[src/sv/imu_fd_pkg.sv]
// ----------------------------------------------------------------------------
// imu_fd_pkg
// Shared types, frame layout constants and marker tables of the IMU deframer.
// ----------------------------------------------------------------------------
package imu_fd_pkg;

  // Default frame geometry
  localparam int FRAME_LEN_DEF = 68;
  localparam int BUF_SIZE_DEF  = 128;
  localparam int HEAD2_POS_DEF = 6;
  localparam int HEAD3_POS_DEF = 21;
  localparam int HEAD4_POS_DEF = 51;

  // Fixed capture offsets of the two word groups
  localparam logic [7:0] ACC_BASE = 8'd9;
  localparam logic [7:0] ANG_BASE = 8'd54;
  localparam logic [7:0] GRP_SPAN = 8'd12;
  localparam int         NWORDS   = 6;
  localparam int         GRP_WORDS = 3;

  // Header block lengths and tail marker
  localparam logic [7:0] HEAD1_LEN = 8'd6;
  localparam logic [7:0] HEADN_LEN = 8'd3;
  localparam logic [7:0] TAIL_BYTE = 8'h6D;

  // Item opcodes
  localparam logic OP_BYTE = 1'b0;
  localparam logic OP_IDLE = 1'b1;

  // Frame status codes
  localparam logic [1:0] ST_OK       = 2'd0;
  localparam logic [1:0] ST_BAD_LEN  = 2'd1;
  localparam logic [1:0] ST_BAD_MARK = 2'd2;
  localparam logic [1:0] ST_BAD_SUM  = 2'd3;

  typedef struct packed {
    logic       opcode;
    logic [7:0] rx_byte;
  } in_item_t;

  typedef struct packed {
    logic [1:0]  frame_status;
    logic [31:0] accel_x_bits;
    logic [31:0] accel_y_bits;
    logic [31:0] accel_z_bits;
    logic [31:0] roll_bits;
    logic [31:0] pitch_bits;
    logic [31:0] yaw_bits;
  } out_item_t;

  // Leading header: 41 78 FF 06 81 47
  function automatic logic [7:0] head1_pat(input logic [2:0] idx);
    logic [7:0] v;
    case (idx)
      3'd0:    v = 8'h41;
      3'd1:    v = 8'h78;
      3'd2:    v = 8'hFF;
      3'd3:    v = 8'h06;
      3'd4:    v = 8'h81;
      3'd5:    v = 8'h47;
      default: v = 8'h00;
    endcase
    return v;
  endfunction

  // Second marker: 00 8C 0C
  function automatic logic [7:0] head2_pat(input logic [1:0] idx);
    logic [7:0] v;
    case (idx)
      2'd0:    v = 8'h00;
      2'd1:    v = 8'h8C;
      2'd2:    v = 8'h0C;
      default: v = 8'h00;
    endcase
    return v;
  endfunction

  // Third marker: 02 8C 0C
  function automatic logic [7:0] head3_pat(input logic [1:0] idx);
    logic [7:0] v;
    case (idx)
      2'd0:    v = 8'h02;
      2'd1:    v = 8'h8C;
      2'd2:    v = 8'h0C;
      default: v = 8'h00;
    endcase
    return v;
  endfunction

  // Fourth marker: 01 B0 10
  function automatic logic [7:0] head4_pat(input logic [1:0] idx);
    logic [7:0] v;
    case (idx)
      2'd0:    v = 8'h01;
      2'd1:    v = 8'hB0;
      2'd2:    v = 8'h10;
      default: v = 8'h00;
    endcase
    return v;
  endfunction

endpackage

[src/sv/imu_frame_deframer.sv]
// ----------------------------------------------------------------------------
// imu_frame_deframer
// Deframes IMU byte streams, checks markers, length and XOR checksum, and
// reports a status with the last good acceleration and angle words.
// ----------------------------------------------------------------------------
// Usage:
//   in_*   : one item per handshake, either a received byte or an idle-gap
//            event that closes the current frame.
//   out_*  : one item per idle event: frame status plus the last good six
//            words (updated by this event when the frame checks out).
//   Bytes produce no output item.
// Path: an item is held in the input register and is processed as it
//   leaves; an idle event's status item is registered in the result
//   register as the event leaves and then shows on out_*.
// Throughput: one item per cycle while no idle event waits on the single
//   output register; a byte still moves through while a status item waits,
//   and an idle event waits only for that register to free up.
// Reset: synchronous, clears all frame state, the staged and good words
//   and both pipeline valids.
// Stall: while out_ready is low the status item holds; bytes keep flowing
//   and the next idle event holds in the input register, dropping in_ready.
// ----------------------------------------------------------------------------
module imu_frame_deframer #(
  parameter int FRAME_LEN = imu_fd_pkg::FRAME_LEN_DEF,
  parameter int BUF_SIZE  = imu_fd_pkg::BUF_SIZE_DEF,
  parameter int HEAD2_POS = imu_fd_pkg::HEAD2_POS_DEF,
  parameter int HEAD3_POS = imu_fd_pkg::HEAD3_POS_DEF,
  parameter int HEAD4_POS = imu_fd_pkg::HEAD4_POS_DEF
) (
  input  logic                  clk,
  input  logic                  rst_n,
  input  logic                  in_valid,
  output logic                  in_ready,
  input  imu_fd_pkg::in_item_t  in_data,
  output logic                  out_valid,
  input  logic                  out_ready,
  output imu_fd_pkg::out_item_t out_data
);
  import imu_fd_pkg::*;

  localparam logic [7:0] FL      = 8'(FRAME_LEN);
  localparam logic [7:0] FL_SUM  = 8'(FRAME_LEN - 2);
  localparam logic [7:0] FL_TAIL = 8'(FRAME_LEN - 1);
  localparam logic [7:0] BUF_MAX = 8'(BUF_SIZE);
  localparam logic [7:0] H2      = 8'(HEAD2_POS);
  localparam logic [7:0] H3      = 8'(HEAD3_POS);
  localparam logic [7:0] H4      = 8'(HEAD4_POS);

  // Input register
  logic     s1_valid_r;
  in_item_t s1_item_r;

  // Frame state
  logic [7:0]  count_r,     count_nxt;
  logic [7:0]  xor_r,       xor_nxt;
  logic        mark_bad_r,  mark_bad_nxt;
  logic        sum_bad_r,   sum_bad_nxt;
  logic [31:0] staged_r [NWORDS];
  logic [31:0] staged_nxt [NWORDS];
  logic [31:0] good_r [NWORDS];
  logic [31:0] good_nxt [NWORDS];

  // Result register
  logic        out_valid_r, out_valid_nxt;
  logic [1:0]  status_r,    status_nxt;

  logic        s1_adv;
  logic        is_byte, is_idle, take_byte;
  logic [7:0]  p, b;
  logic [7:0]  off2, off3, off4, off_acc, off_ang;
  logic        miss1, miss2, miss3, miss4, miss_tail;
  logic        cap_en;
  logic [2:0]  cap_k;
  logic [1:0]  cap_lane;

  // Advance the input item unless it is an idle event blocked by a held result
  assign is_byte  = s1_item_r.opcode == OP_BYTE;
  assign is_idle  = s1_item_r.opcode == OP_IDLE;
  assign s1_adv   = s1_valid_r && (is_byte || !out_valid_r || out_ready);
  assign in_ready = !s1_valid_r || s1_adv;

  assign p = count_r;
  assign b = s1_item_r.rx_byte;

  // Marker compares, each marker on its own
  always_comb begin
    off2 = p - H2;
    off3 = p - H3;
    off4 = p - H4;
    miss1     = (p < HEAD1_LEN) && (b != head1_pat(p[2:0]));
    miss2     = (p >= H2) && (off2 < HEADN_LEN) && (b != head2_pat(off2[1:0]));
    miss3     = (p >= H3) && (off3 < HEADN_LEN) && (b != head3_pat(off3[1:0]));
    miss4     = (p >= H4) && (off4 < HEADN_LEN) && (b != head4_pat(off4[1:0]));
    miss_tail = (p == FL_TAIL) && (b != TAIL_BYTE);
  end

  // Locate the word and byte lane to capture
  always_comb begin
    off_acc  = p - ACC_BASE;
    off_ang  = p - ANG_BASE;
    cap_en   = 1'b0;
    cap_k    = '0;
    cap_lane = '0;
    if ((p >= ACC_BASE) && (off_acc < GRP_SPAN)) begin
      cap_en   = 1'b1;
      cap_k    = {1'b0, off_acc[3:2]};
      cap_lane = off_acc[1:0];
    end else if ((p >= ANG_BASE) && (off_ang < GRP_SPAN)) begin
      cap_en   = 1'b1;
      cap_k    = 3'(GRP_WORDS) + {1'b0, off_ang[3:2]};
      cap_lane = off_ang[1:0];
    end
  end

  // Next frame state and result
  always_comb begin
    count_nxt     = count_r;
    xor_nxt       = xor_r;
    mark_bad_nxt  = mark_bad_r;
    sum_bad_nxt   = sum_bad_r;
    staged_nxt    = staged_r;
    good_nxt      = good_r;
    status_nxt    = status_r;
    out_valid_nxt = out_valid_r && !out_ready;
    take_byte     = s1_adv && is_byte && (p < BUF_MAX);

    if (take_byte) begin
      count_nxt = p + 8'd1;
      if (miss1 || miss2 || miss3 || miss4 || miss_tail) begin
        mark_bad_nxt = 1'b1;
      end
      if (p < FL_SUM) begin
        xor_nxt = xor_r ^ b;
      end else if (p == FL_SUM) begin
        sum_bad_nxt = b != xor_r;
      end
      for (int w = 0; w < NWORDS; w++) begin
        for (int l = 0; l < 4; l++) begin
          if (cap_en && cap_k == 3'(w) && cap_lane == 2'(l)) begin
            staged_nxt[w][l*8 +: 8] = b;
          end
        end
      end
    end

    // Close the frame on an idle event
    if (s1_adv && is_idle) begin
      out_valid_nxt = 1'b1;
      if (count_r != FL) begin
        status_nxt = ST_BAD_LEN;
      end else if (mark_bad_r) begin
        status_nxt = ST_BAD_MARK;
      end else if (sum_bad_r) begin
        status_nxt = ST_BAD_SUM;
      end else begin
        status_nxt = ST_OK;
        good_nxt   = staged_r;
      end
      count_nxt    = '0;
      xor_nxt      = '0;
      mark_bad_nxt = 1'b0;
      sum_bad_nxt  = 1'b0;
    end
  end

  // Registers
  always_ff @(posedge clk) begin
    if (!rst_n) begin
      s1_valid_r  <= 1'b0;
      out_valid_r <= 1'b0;
      count_r     <= '0;
      xor_r       <= '0;
      mark_bad_r  <= 1'b0;
      sum_bad_r   <= 1'b0;
      status_r    <= ST_OK;
      for (int w = 0; w < NWORDS; w++) begin
        staged_r[w] <= '0;
        good_r[w]   <= '0;
      end
    end else begin
      if (in_ready) begin
        s1_valid_r <= in_valid;
      end
      out_valid_r <= out_valid_nxt;
      count_r     <= count_nxt;
      xor_r       <= xor_nxt;
      mark_bad_r  <= mark_bad_nxt;
      sum_bad_r   <= sum_bad_nxt;
      status_r    <= status_nxt;
      staged_r    <= staged_nxt;
      good_r      <= good_nxt;
    end
  end

  // Hold the input payload until it advances
  always_ff @(posedge clk) begin
    if (in_ready && in_valid) begin
      s1_item_r <= in_data;
    end
  end

  // Drive the result channel
  assign out_valid             = out_valid_r;
  assign out_data.frame_status = status_r;
  assign out_data.accel_x_bits = good_r[0];
  assign out_data.accel_y_bits = good_r[1];
  assign out_data.accel_z_bits = good_r[2];
  assign out_data.roll_bits    = good_r[3];
  assign out_data.pitch_bits   = good_r[4];
  assign out_data.yaw_bits     = good_r[5];

endmodule

[config.mk]
export PLATFORM = sky130hd
export DESIGN_NAME = imu_frame_deframer
export DESIGN_NICKNAME = d
export VERILOG_FILES = /design/src/sv/imu_fd_pkg.sv /design/src/sv/imu_frame_deframer.sv
export SDC_FILE = /design/constraint.sdc
export NUM_CORES = 1
export LEC_CHECK = 0
export BUFFER_PORTS_ARGS = -buffer_cell sky130_fd_sc_hd__clkbuf_2
export CAP_MARGIN = 20
export CORE_MARGIN = 1.5
export CORE_UTILIZATION = 60
export DETAILED_ROUTE_END_ITERATION = 16
export GPL_ROUTABILITY_DRIVEN = 1
export PLACE_DENSITY = 0.82
export SYNTH_ARGS = -nofsm -noshare
export SYNTH_HDL_FRONTEND = slang
export SYNTH_SLANG_ARGS = --single-unit
[constraint.sdc]
create_clock -name clk -period 9.25 [get_ports clk]
set_input_delay 0.4625 -clock clk [delete_from_list [all_inputs] [get_ports clk]]
set_output_delay 0.4625 -clock clk [all_outputs]
set_load 0.005 [all_outputs]
==> flow_summary.ini <==
[status]
status = finished, final reports clean

[detailed_routing]
drtAntennaViolNets = 0
wl_per_cell_um = 17.1
drt-initial-drc-count = 983
wl_met3_um = 2280
vias = 12699
wirelength_um = 39100
avgViaCountPerCell = 5.54
first_pass_iters = 4
drc = 0
top_layer = met4
routed-wl-met2_um = 18100
wl_met1_um = 17500

[clock_network]
root_buffer = clkbuf_16
clock_sinks = 415
hold_buffers = 0
clk_latency_ps = 540
cts_tree = yes
clockBufferDepth = 3
htree_levels = 2
cts_buffers = 40
cts_resized = 0
path_clk_slew_ps = 60
postCtsSetupRepairBufs = 0

[finish]
regArea_um2 = 8400
finish.utilization_pct = 69.5
instances_no_fill = 2292
multi_input_area_um2 = 7410
final_layout_size_suffix_gt1_share_pct = 16.3
antenna_cells = 0
nets = 1951
area_growth_pct = 14.0
fillers = 2093

[yosys]
syn_area_um2 = 16400
avgSynthCellArea_um2 = 9.17
yosys_warnings = 0
ys.flop_type = dfxtp_1
syn_nets = 1821
synth_cells = 1792
synth-seq-cells = 415
seq_area_frac_synth_pct = 51.1
synth_edf_count = 9
synthArstFlopShare_pct = 0
ys_types = 67

[critical_path]
cp_max_fo = 23
worstPathArrival_ps = 4490
worstSetupPathType = flip-flop to flip-flop
worstPathRequired_ps = 9700
crit_path_start_kind = flip-flop
rrSetupSlack_ps = 5210
end_kind = flip-flop

[global_route]
grt-ovfl-total = 0
grt_pass1_vias = 12090
grt_first_pass_wirelength_um = 62400
track_usage_pct = 27.2
grt_max_degree = 181
antenna_found_initial = 0

[timing]
period_needed_ps = 4040
rsz0062_at_grt = no
slew_headroom_pct = 26.7
final-hold-violation-count = 0
setup_viol = 0
fin_crit_sh_pct = 43.7
worst_slew_pin_slew_ps = 1100
finClkSkew_ps = 14.8
whs_ps = 109
max_freq_mhz = 248
maxSlewViolCount = 0
fin_setup_tns_ps = 0

[flow_run]
cap_violations = 0

[floorplanning]
die-area_um2 = 28400
pin_count = 209
core.rowCount = 60
initial_core_util_pct = 61.0
die_h_um = 169
die-width_um = 169
core-area_um2 = 27000

[pwr]
powerDensity_nw_per_um2 = 187
power.leakage_nw = 7.71
p_total_mw = 3.51
max-vdd-ir-drop_mv = 0.120

[placed_design]
detailed_place_hpwl_um = 24300
routabilityCongestion = 0.886
dp.cells = 2221
port_buffers = 208

[hold_path]
hp-class = input port to flip-flop
[placed cells by master, fill, tap and decap left out, types with 12 or more instances in the layout]
cell / netlist / routed
nor2_1: 37 / 37
ha_1: 16 / 16
nand2_2: 12 / 12
dfxtp_1: 406 / 406
buf_4: 3 / 15
a21boi_0: 194 / 194
clkbuf_2: 0 / 207
xnor2_1: 21 / 21
mux2i_1: 193 / 193
nand2_1: 613 / 613
nor3_1: 14 / 13
clkbuf_16: 0 / 40
[logic make-up (layout without fill, tap and decap cells)]
family / Yosys count / after routing / share of synthesized area, %
and+or+nand+nor: 736 / 736 / 18.5
adders and majority gates: 16 / 16 / 1.22
AOI/OAI and AO/OA: 256 / 256 / 11.9
muxes: 193 / 193 / 11.8
xor gates and xnor gates: 30 / 30 / 1.60
buffers and inverters: 146 / 305 / 3.90
DFF: 415 / 415 / 51.1
[area by class of cell]
cell class	count	area share [%]
multi-input cells	1231	39.6
inverters	11	0.220
well taps	341	2.28
flip-flops and latches	415	44.8
clock inverters	11	0.634
clock buffers	60	6.28
repair buffers	223	6.21
[registers in the layout (all words and copies together), names as in the netlist]
register    count
out_data      192
staged_r      192
b               8
count_r         8
xor_r           8
status_r        2
is_idle         1
mark_bad_r      1
out_valid       1
s1_valid_r      1
sum_bad_r       1
[routing by layer]
layer	GRT usage, %	up-vias
met3	4.61	76
met1	36.1	6066
met5	0	-
met2	45.0	405
met4	9.86	0
li1	-	6152
[through the flow]
step,cell area [um2],worst slack [ps]
2_1_floorplan,16400,5960
3_3_place_gp,17400,5450
3_5_place_dp,17400,5300
4_1_cts,18700,5270
5_1_grt,18700,4900
6_report,18700,5210
[synth_stat cells (all sizes together), types with 4 or more instances]
library cell / n / area, um2
a21oi: 10 / 50.1
nor2: 41 / 219
edfxtp: 9 / 270
and2: 5 / 31.3
xnor2: 21 / 184
mux2i: 193 / 1930
nand3: 11 / 55.1
o21ai: 15 / 82.6
inv: 11 / 41.3
dfxtp: 406 / 8130
nand2: 625 / 2380
a21boi: 195 / 1470
nor3: 15 / 86.3
a31oi: 7 / 43.8
nor2b: 4 / 25.0
buf: 39 / 239
clkbuf: 96 / 360
nand4: 7 / 43.8
xor2: 9 / 78.8
nand2b: 7 / 46.3
ha: 16 / 200
[path summary, 6_finish.rpt]
check	start	end	cells past startpoint
max	count_r[0]$_SDFFE_PP0P_	staged_r[38]$_SDFFE_PN0P_	9
min	in_data[5]	b[5]$_DFFE_PP_	1
max reg2reg	count_r[0]$_SDFFE_PP0P_	staged_r[38]$_SDFFE_PN0P_	9
min reg2reg	staged_r[43]$_SDFFE_PN0P_	staged_r[43]$_SDFFE_PN0P_	2
[power breakdown]
group | internal (mW) | switching (mW)
clock network | 0.914 | 0.679
registers | 1.80 | 0.0117
logic | 0.0334 | 0.0683
total | 2.75 | 0.759
[critical path, stage by stage, from the launching register on]
cell and delay, ps:
dfxtp_1 950, inv_1 280, ha_1 360, nand2b_2 140, a21boi_2 80, o211ai_4 370
nor2_1 170, o32ai_2 620, and2_0 680, mux2i_1 280
Power figures use the tool's default switching activity.
